**src/hw/rtl/double_ended_queue_defines.svh**
```systemverilog
// assertion macros for the double-ended queue
`ifndef DOUBLE_ENDED_QUEUE_DEFINES_SVH
`define DOUBLE_ENDED_QUEUE_DEFINES_SVH

`ifndef NO_ASSERTIONS
`define DEQ_ASSERT(lbl, prop, msg) \
  lbl: assert property (@(posedge clk) disable iff (rst) prop) else $error(msg);
`define DEQ_ASSERT_NEVER(lbl, expr, msg) \
  lbl: assert property (@(posedge clk) disable iff (rst) !(expr)) else $error(msg);
`else
`define DEQ_ASSERT(lbl, prop, msg)
`define DEQ_ASSERT_NEVER(lbl, expr, msg)
`endif

`endif

```
**src/hw/rtl/deq_pkg.sv**
```systemverilog
package deq_pkg;

  localparam int DEPTH     = 16;
  localparam int WORD_BITS = 32;
  localparam int IDX_BITS  = (DEPTH > 1) ? $clog2(DEPTH) : 1;
  localparam int CNT_BITS  = $clog2(DEPTH + 1);
  localparam int IO_BITS   = 32;
  localparam int OCC_BITS  = 5;

  typedef logic [WORD_BITS-1:0] word_t;
  typedef logic [IDX_BITS-1:0]  idx_t;
  typedef logic [CNT_BITS-1:0]  cnt_t;

  typedef enum logic [2:0] {
    KIND_PUSH_FRONT = 3'd0,
    KIND_PUSH_BACK  = 3'd1,
    KIND_POP_FRONT  = 3'd2,
    KIND_POP_BACK   = 3'd3,
    KIND_PEEK_FRONT = 3'd4,
    KIND_PEEK_BACK  = 3'd5
  } kind_t;

  typedef enum logic [1:0] {
    STAT_OK    = 2'd0,
    STAT_EMPTY = 2'd1,
    STAT_FULL  = 2'd2
  } status_t;

  typedef enum logic [1:0] {
    ST_IDLE = 2'b01,
    ST_READ = 2'b10
  } state_t;

  function automatic word_t in_to_word(logic [IO_BITS-1:0] v);
    logic [63:0] wide;
    wide = {32'd0, v};
    return wide[WORD_BITS-1:0];
  endfunction

  function automatic logic [IO_BITS-1:0] word_to_out(word_t w);
    logic [63:0] wide;
    wide = 64'(w);
    return wide[IO_BITS-1:0];
  endfunction

endpackage

```
**src/hw/rtl/deq_ram.sv**
```systemverilog
module deq_ram #(
  parameter int DEPTH_P = 16,
  parameter int WIDTH_P = 32,
  parameter int ADDR_P  = (DEPTH_P > 1) ? $clog2(DEPTH_P) : 1
) (
  input  logic               clk,
  input  logic               we,
  input  logic [ADDR_P-1:0]  waddr,
  input  logic [WIDTH_P-1:0] wdata,
  input  logic               re,
  input  logic [ADDR_P-1:0]  raddr,
  output logic [WIDTH_P-1:0] rdata
);

  logic [WIDTH_P-1:0] mem [DEPTH_P];

  always_ff @(posedge clk) begin
    if (we) begin
      mem[waddr] <= wdata;
    end
  end

  always_ff @(posedge clk) begin
    if (re) begin
      rdata <= mem[raddr];
    end
  end

endmodule

```
**src/hw/rtl/double_ended_queue.sv**
```systemverilog
// pushes, errors and unused kinds: result strobe in the cycle after acceptance
// pops and peeks: the registered store read is followed by ST_READ, which registers the result and strobe
// throughput: one push per cycle while not busy; a pop or peek holds busy in ST_READ until its result is registered
// synchronous reset returns state to idle and clears front index, count and strobe; store contents are kept
// results are never held back: the receiver cannot stall
`include "double_ended_queue_defines.svh"

module double_ended_queue (
  input  logic                          clk,
  input  logic                          rst,
  input  logic                          start,
  output logic                          busy,
  input  logic [2:0]                    kind,
  input  logic signed [31:0]            value,
  output logic                          done,
  output logic signed [31:0]            result_value,
  output logic [1:0]                    status,
  output logic [4:0]                    occupancy
);

  import deq_pkg::*;

  state_t state, state_next;
  idx_t   front, front_next;
  cnt_t   count, count_next;
  logic   done_next;
  logic [IO_BITS-1:0] res_reg;
  status_t stat_reg, stat_next;
  logic [OCC_BITS-1:0] occ_reg;

  logic  accept;
  logic  full, empty;
  idx_t  front_dec, front_inc, back_slot, push_slot;
  logic [CNT_BITS:0] back_raw, push_raw;

  logic  we, re;
  idx_t  waddr, raddr;
  word_t rdata;

  assign accept = start && (state == ST_IDLE);
  assign busy   = (state == ST_READ);
  assign full   = (count >= cnt_t'(DEPTH));
  assign empty  = (count == '0);

  assign front_dec = (front == '0) ? idx_t'(DEPTH - 1) : front - idx_t'(1);
  assign front_inc = (front == idx_t'(DEPTH - 1)) ? '0 : front + idx_t'(1);

  assign back_raw  = (CNT_BITS+1)'(front) + (CNT_BITS+1)'(count) - (CNT_BITS+1)'(1);
  assign push_raw  = (CNT_BITS+1)'(front) + (CNT_BITS+1)'(count);
  assign back_slot = (back_raw >= (CNT_BITS+1)'(DEPTH)) ?
                     idx_t'(back_raw - (CNT_BITS+1)'(DEPTH)) : idx_t'(back_raw);
  assign push_slot = (push_raw >= (CNT_BITS+1)'(DEPTH)) ?
                     idx_t'(push_raw - (CNT_BITS+1)'(DEPTH)) : idx_t'(push_raw);

  always_comb begin
    state_next = state;
    front_next = front;
    count_next = count;
    stat_next  = STAT_OK;
    done_next  = 1'b0;
    we         = 1'b0;
    re         = 1'b0;
    waddr      = front;
    raddr      = front;
    unique case (state)
      ST_IDLE: begin
        if (start) begin
          done_next = 1'b1;
          unique case (kind)
            KIND_PUSH_FRONT: begin
              if (full) begin
                stat_next = STAT_FULL;
              end else begin
                we         = 1'b1;
                waddr      = front_dec;
                front_next = front_dec;
                count_next = count + cnt_t'(1);
              end
            end
            KIND_PUSH_BACK: begin
              if (full) begin
                stat_next = STAT_FULL;
              end else begin
                we         = 1'b1;
                waddr      = push_slot;
                count_next = count + cnt_t'(1);
              end
            end
            KIND_POP_FRONT, KIND_PEEK_FRONT: begin
              if (empty) begin
                stat_next = STAT_EMPTY;
              end else begin
                re         = 1'b1;
                raddr      = front;
                done_next  = 1'b0;
                state_next = ST_READ;
                if (kind == KIND_POP_FRONT) begin
                  front_next = front_inc;
                  count_next = count - cnt_t'(1);
                end
              end
            end
            KIND_POP_BACK, KIND_PEEK_BACK: begin
              if (empty) begin
                stat_next = STAT_EMPTY;
              end else begin
                re         = 1'b1;
                raddr      = back_slot;
                done_next  = 1'b0;
                state_next = ST_READ;
                if (kind == KIND_POP_BACK) begin
                  count_next = count - cnt_t'(1);
                end
              end
            end
            default: begin
            end
          endcase
        end
      end
      ST_READ: begin
        done_next  = 1'b1;
        state_next = ST_IDLE;
      end
      default: begin
        state_next = ST_IDLE;
      end
    endcase
  end

  always_ff @(posedge clk) begin
    if (rst) begin
      state <= ST_IDLE;
      front <= '0;
      count <= '0;
      done  <= 1'b0;
    end else begin
      state <= state_next;
      front <= front_next;
      count <= count_next;
      done  <= done_next;
    end
  end

  // result payload
  always_ff @(posedge clk) begin
    if (accept) begin
      res_reg  <= '0;
      stat_reg <= stat_next;
      occ_reg  <= OCC_BITS'(count_next);
    end else if (state == ST_READ) begin
      res_reg <= word_to_out(rdata);
    end
  end

  deq_ram #(
    .DEPTH_P (DEPTH),
    .WIDTH_P (WORD_BITS),
    .ADDR_P  (IDX_BITS)
  ) u_ram (
    .clk   (clk),
    .we    (we && accept),
    .waddr (waddr),
    .wdata (in_to_word(value)),
    .re    (re && accept),
    .raddr (raddr),
    .rdata (rdata)
  );

  assign result_value = $signed(res_reg);
  assign status       = stat_reg;
  assign occupancy    = occ_reg;

  `DEQ_ASSERT_NEVER(a_count_range, count > cnt_t'(DEPTH), "count beyond depth")
  `DEQ_ASSERT_NEVER(a_front_range, front > idx_t'(DEPTH - 1), "front index out of range")
  `DEQ_ASSERT(a_read_done, busy |=> done && !busy, "store read without result")
  `DEQ_ASSERT(a_full_occ, done && stat_reg == STAT_FULL |-> occ_reg == OCC_BITS'(DEPTH), "full with room left")
  `DEQ_ASSERT(a_empty_occ, done && stat_reg == STAT_EMPTY |-> occ_reg == '0 && res_reg == '0, "empty result not clean")

endmodule
```
**config.mk**
```make
export PLATFORM = sky130hd
export DESIGN_NAME = double_ended_queue
export DESIGN_NICKNAME = d
export VERILOG_FILES = /design/src/hw/rtl/deq_pkg.sv /design/src/hw/rtl/deq_ram.sv /design/src/hw/rtl/double_ended_queue.sv
export VERILOG_INCLUDE_DIRS = /design/src /design/src/hw/rtl
export SDC_FILE = /design/constraint.sdc
export NUM_CORES = 1
export LEC_CHECK = 0
export BUFFER_PORTS_ARGS = -buffer_cell sky130_fd_sc_hd__buf_2
export CORE_MARGIN = 5
export CORE_UTILIZATION = 45
export CTS_BUF_LIST = sky130_fd_sc_hd__clkbuf_16
export DETAILED_ROUTE_END_ITERATION = 8
export HOLD_SLACK_MARGIN = 0.05
export PLACE_DENSITY = 0.65
export SLEW_MARGIN = 20
export SYNTH_ARGS = -nofsm -noshare
export SYNTH_HDL_FRONTEND = slang
export SYNTH_SLANG_ARGS = --single-unit
```
**constraint.sdc**
```tcl
create_clock -name clk -period 4 [get_ports clk]
set_input_delay 0.4 -clock clk [delete_from_list [all_inputs] [get_ports clk]]
set_output_delay 0.4 -clock clk [all_outputs]
set_load 0.01 [all_outputs]
```
==> impl_metrics.json, run 1 <==
{
  "initial_core_util": 0.452,
  "slowest_delay_ns": 0.48,
  "start_kind": "flip-flop",
  "drc_errors": 0,
  "wirelength_um": 54300,
  "ys_warn_count": 0,
  "grt_overflow": 0,
  "gr-usage-met2": 0.318,
  "layout_commonest_cell": "edfxtp_1",
  "max_cap_violations": 0,
  "fp.dieW_um": 239,
  "drtIter0Drc": 1405,
  "cts.sinks": 595,
  "fillers": 4166,
  "hold_path_class": "in -> reg",
  "finish.net_count": 1746,
  "tightest_slew_ns": 0.864,
  "clk_path_buf_depth": 3,
  "grt_pass1_wl_um": 83300,
  "die_y_um": 239,
  "relSlewSlack": 0.424,
  "switching_share": 0.226,
  "cts_buffers": 60,
  "powerDensity_nw_per_um2": 508,
  "vdd_drop_max_mv": 0.362,
  "core_area_um2": 52200,
  "cts-resized-gates": 0,
  "min_period_ns": 3.57,
  "fin_crit_sh": 0.893,
  "antenna_found_initial": 1,
  "vias": 13900,
  "grt_start_max_net_pins": 84,
  "path_max_fanout": 19,
  "rows": 84,
  "antenna_cells": 0,
  "p_seq_frac": 0.505,
  "grtUsageMet1": 0.255,
  "mostFrequentLayoutCells": "edfxtp_1 (551), nand2_1 (244), a21oi_1 (206), buf_2 (78), mux2i_1 (68)",
  "finalPower_mw": 13.7,
  "synth-edff-count": 551,
  "critical_path_arrival_ns": 4.05,
  "slew_viol_final": 0,
  "gp_congestion": 0.790,
  "fin_skew_ns": 0.0211,
  "drtPass1Iterations": 5,
  "viasPerCell": 5.70,
  "portBuffers": 78,
  "fin_util": 0.517,
  "cell_internal_pwr_mw": 10.6,
  "combPwrFrac": 0.083,
  "synth-async-reset-ratio": 0,
  "path_cells": "ha_1, fa_1, xnor2_1, nand3_1, xnor3_1, o21ai_1, nand3_2, buf_12, a221oi_1, a211o_1",
  "switchingPower_mw": 3.10,
  "end_kind": "flip-flop",
  "rsz0062_at_grt": "no",
  "syn_nets": 1674,
  "clock_latency_ns": 0.61,
  "drive_above_1_share": 0.157,
  "grt_usage": 0.188,
  "fp.dieArea_um2": 57100,
  "pin_count": 79,
  "post_drt_wl_per_cell_um": 22.3,
  "fin_setup_tns_ns": 0,
  "cts_tree": "built",
  "synthFlopType": "edfxtp_1",
  "setup_viol": 0,
  "hold_buffers": 0,
  "syn_area_um2": 23600,
  "cts-root-buf": "clkbuf_16",
  "grtUsageMet3": 0.0303,
  "p_clk_frac": 0.413,
  "yosysTopAreaCell": "edfxtp_1",
  "cts_setup_buffers": 0,
  "synth_top_area_frac": 0.701,
  "ys_ff_latch": 595,
  "cp_slowest_cell": "nand3_2",
  "busiest_layer": "met2",
  "multi_input_area_um2": 5690,
  "crit_type": "reg -> reg",
  "syn_avg_cell_area_um2": 14.5,
  "required_ns": 4.47,
  "area_delta_synth_final_pct": 14.4,
  "ys_types": 60,
  "seq_area_um2": 17400,
  "fmax_mhz": 280,
  "synth_seq_area_share": 0.738,
  "synth_cells": 1625,
  "status": "completed",
  "ys_top_cells_by_area": "edfxtp_1 (70%), a21oi_1 (4.4%), nand2_1 (3.9%)",
  "dp_hpwl_um": 29400,
  "hold_viol_final": 0,
  "postRouteAntennaNets": 0,
  "p_leak_nw": 9.25,
  "htreeDepth": 2,
  "grt_pass1_vias": 13900,
  "clkSlewWorstSetupHoldPaths_ns": 0.06
}
## through the flow
step	cells	hold WS [ns]	setup WS [ns]	cell area, µm²
2_1_floorplan	1625	0.451	0.102	23600
3_3_place_gp	2323	0.464	0.575	25000
3_5_place_dp	2323	0.474	0.427	25000
4_1_cts	2437	0.0659	0.414	27000
5_1_grt	2437	0.115	0.127	27000
6_report	2437	0.106	0.426	27000
## cell families (layout without fill, tap and decap cells)
group	count (synthesis)	count (layout)	synth area share
DFF	595	595	0.738
AOI/OAI and AO/OA	465	465	0.132
and+or+nand+nor	352	352	0.0612
buffers and inverters	123	247	0.0279
muxes	71	71	0.0305
adders and majority gates	11	11	0.00615
xor gates and xnor gates	8	8	0.00387
## worst max-delay path, delay by kind of cell, from the launching register on
family	cells	cell delay, ns
and+or+nand+nor	2	0.62
adders and majority gates	2	0.69
xor gates and xnor gates	2	0.56
DFF	1	0.43
buffers and inverters	1	0.34
AOI/OAI and AO/OA	3	0.80
## cells in the mapped netlist (2+ instances only)
cell	count
ha_1	10
a21oi_1	207
a21o_1	3
dfxtp_1	44
o22ai_1	32
and3_1	2
a221oi_1	32
edfxtp_1	551
nand3_1	10
a211oi_1	3
a22o_1	64
buf_4	5
mux2i_1	68
a31oi_1	2
nor3b_1	2
clkbuf_1	38
o21a_1	2
a22oi_1	33
buf_2	47
buf_1	4
nand2b_1	3
clkinv_1	2
o21ai_0	12
nand2_1	244
a21oi_2	31
nor2_1	65
a211o_1	32
xnor2_1	5
nor3_1	9
buf_6	16
inv_1	11
nor2b_1	7
nand4_1	2
## sequential cells by signal, indices dropped and copies added, names as in the netlist
signal	cells
u_ram.mem	512
result_value	32
u_ram.rdata	32
count	5
occupancy	5
front	4
state	2
status	2
done	1
## per-layer routing
metal,share of wire,vias up
met5,0,-
met4,0.023,0
li1,-,6374
met1,0.42,6983
met2,0.49,436
met3,0.061,87
## path summary, 6_finish.rpt
check	startpoint	endpoint	slack (ns)	cells after the start
min reg2reg	u_ram.rdata[2]	result_value[2]	0.48	2
min	start	state[1]	0.11	3
max reg2reg	front[0]	u_ram.rdata[6]	0.43	10
max	front[0]	u_ram.rdata[6]	0.43	10
## cell type report
class	count	area share
inverter	13	0.00181
tap	688	0.0319
multi-input combinational	907	0.211
clock inverter	52	0.0173
sequential	595	0.645
clock buffer	62	0.0575
timing repair buffer	120	0.0354
## power groups by stage
stage	Combinational (mW)	Clock (mW)	Sequential, mW
global route	1.24	6.02	6.92
finish	1.13	5.65	6.92
detailed placement	1.14	0	7.05
global placement	1.11	0	7.05
CTS	1.14	5.75	6.92
floorplan	0.764	0	7.05
Note: power is estimated with default switching activity, not from simulation.
==> run 2: changes to the inputs <==
CORE_MARGIN = 10   (was 5)
GPL_TIMING_DRIVEN = 1   (was unset)
REMOVE_ABC_BUFFERS = 1   (was unset)
==> run 2 against run 1 <==
Routed wire length grew 3.2%; critical path depth unchanged; flip-flop and latch count did not move.
==> impl_metrics.json, run 2 (same netlist as run 1, synthesis figures left out) <==
{
  "initial_core_util": 0.457,
  "hold_buffers": 0,
  "rsz0062_at_grt": "no",
  "drc_errors": 0,
  "grt_overflow": 0,
  "grtUsageMet1": 0.245,
  "seq_area_um2": 17400,
  "crit_type": "reg -> reg",
  "p_leak_nw": 9.26,
  "clk_path_buf_depth": 3,
  "htreeDepth": 2,
  "drtPass1Iterations": 5,
  "layout_commonest_cell": "edfxtp_1",
  "r2r_setup_slack_ns": 0.49,
  "antenna_found_initial": 2,
  "cts-root-buf": "clkbuf_16",
  "pin_count": 79,
  "setup_viol": 0,
  "gp_congestion": 0.833,
  "rr_startpoint": "front[0]",
  "slew_viol_final": 0,
  "vdd_drop_max_mv": 0.393,
  "min_period_ns": 3.51,
  "fin_crit_sh": 0.878,
  "grt_pass1_wl_um": 85500,
  "wirelength_um": 56100,
  "worstHoldPathCells": 3,
  "drtIter0Drc": 1314,
  "fp.dieArea_um2": 62000,
  "post_drt_wl_per_cell_um": 23.1,
  "hold_viol_final": 0,
  "postRouteAntennaNets": 0,
  "placed_area_um2": 25100,
  "largest_reg_flops": 512,
  "cts_buffers": 56,
  "cp_slowest_cell": "nand3_2",
  "tightest_slew_ns": 1.12,
  "fp.dieW_um": 249,
  "fin_util": 0.523,
  "portBuffers": 78,
  "hold_path_class": "in -> reg",
  "area_delta_synth_final_pct": 14.3,
  "worstReg2RegEnd": "u_ram.rdata[13]",
  "busiest_layer": "met2",
  "viasPerCell": 5.80,
  "status": "completed",
  "multi_input_area_um2": 5690,
  "clkSlewWorstSetupHoldPaths_ns": 0.06,
  "grt_start_max_net_pins": 89,
  "fillers": 4146,
  "fin_skew_ns": 0.0277,
  "gr-usage-met2": 0.279,
  "r2r_cells": 10,
  "powerDensity_nw_per_um2": 502,
  "path_cells": "ha_1, fa_1, xnor2_1, nand3_1, xnor3_1, o21ai_1, nand3_2, buf_12, o22ai_1, a211o_1",
  "end_kind": "flip-flop",
  "grtUsageMet3": 0.0283,
  "hp-start": "start",
  "critical_path_arrival_ns": 3.99,
  "finish.net_count": 1751,
  "fmax_mhz": 285,
  "slowest_delay_ns": 0.47,
  "start_kind": "flip-flop",
  "dp_hpwl_um": 31300,
  "final_area_um2": 27000,
  "relSlewSlack": 0.254,
  "required_ns": 4.48,
  "die_y_um": 249,
  "grt_pass1_vias": 13900,
  "rows": 83,
  "cts-resized-gates": 0,
  "min_to": "state[1]",
  "clock_latency_ns": 0.63,
  "top_register": "u_ram.mem",
  "vias": 14100,
  "antenna_cells": 0,
  "path_max_fanout": 21,
  "cts_setup_buffers": 0,
  "cts_tree": "built",
  "mostFrequentLayoutCells": "edfxtp_1 (551), nand2_1 (244), a21oi_1 (206), buf_2 (78), mux2i_1 (68)",
  "max_cap_violations": 0,
  "cts.sinks": 595,
  "drive_above_1_share": 0.155,
  "grt_usage": 0.175,
  "core_area_um2": 51600
}
-- run 2: cell count changes in the layout (fill, tap and decap cells not counted), sizes merged --
cell	delta
clkinvlp	-4
bufinv	+2
clkbuf	-6
inv	+6
buf	+9
clkinv	-6
-- run 2: area by class of cell --
class	instances	share of cell area
multi-input cells	907	0.211
clock buffers	56	0.0519
repair buffers	129	0.0393
inverters	13	0.00181
flip-flops and latches	595	0.646
well taps	680	0.0315
clock inverters	50	0.0188
-- run 2: power by group --
part	total, mW	switching, mW	internal (mW)
registers	6.92	0.0350	6.89
clock network	5.49	2.29	3.20
logic	1.15	0.741	0.405
total	13.6	3.06	10.5
-- run 2: metal layers --
metal | wire, µm | vias up
met5 | 13 | -
met4 | 1000 | 2
met3 | 4060 | 68
met2 | 26500 | 524
met1 | 24400 | 7128
li1 | - | 6377
-- run 2: how the worst max path moves through the flow --
stage                        start               to  depth (start not counted)
after floorplan           count[1]   u_ram.rdata[0]                          8
after global placement    front[0]  u_ram.rdata[14]                         10
after detailed placement  front[0]  u_ram.rdata[13]                         10
after CTS                 front[0]  u_ram.rdata[13]                         10
after global routing      front[0]   u_ram.rdata[4]                         10
final                     front[0]  u_ram.rdata[13]                         10
-- run 2: stage by stage --
stage / setup slack (ns) / total power, mW / hold slack, ns / setup TNS [ns] / instances
after CTS: 0.532 / 13.7 / 0.0571 / 0 / 2430
after global routing: 0.316 / 14.0 / 0.0784 / 0 / 2430
after detailed placement: 0.563 / 8.20 / 0.477 / 0 / 2324
final: 0.487 / 13.6 / 0.0862 / 0 / 2430
after global placement: 0.681 / 8.18 / 0.462 / 0 / 2324
after floorplan: -3.75 / 7.81 / 0.451 / -119.84 / 1515
-- run 2: worst max-delay path, delay by kind of cell (launching register included) --
kind                       cells  cell delay [ns]
and+or+nand+nor                2             0.62
buffers and inverters          1             0.34
DFF                            1             0.43
adders and majority gates      2             0.68
AOI/OAI and AO/OA              3             0.73
xor gates and xnor gates       2             0.57
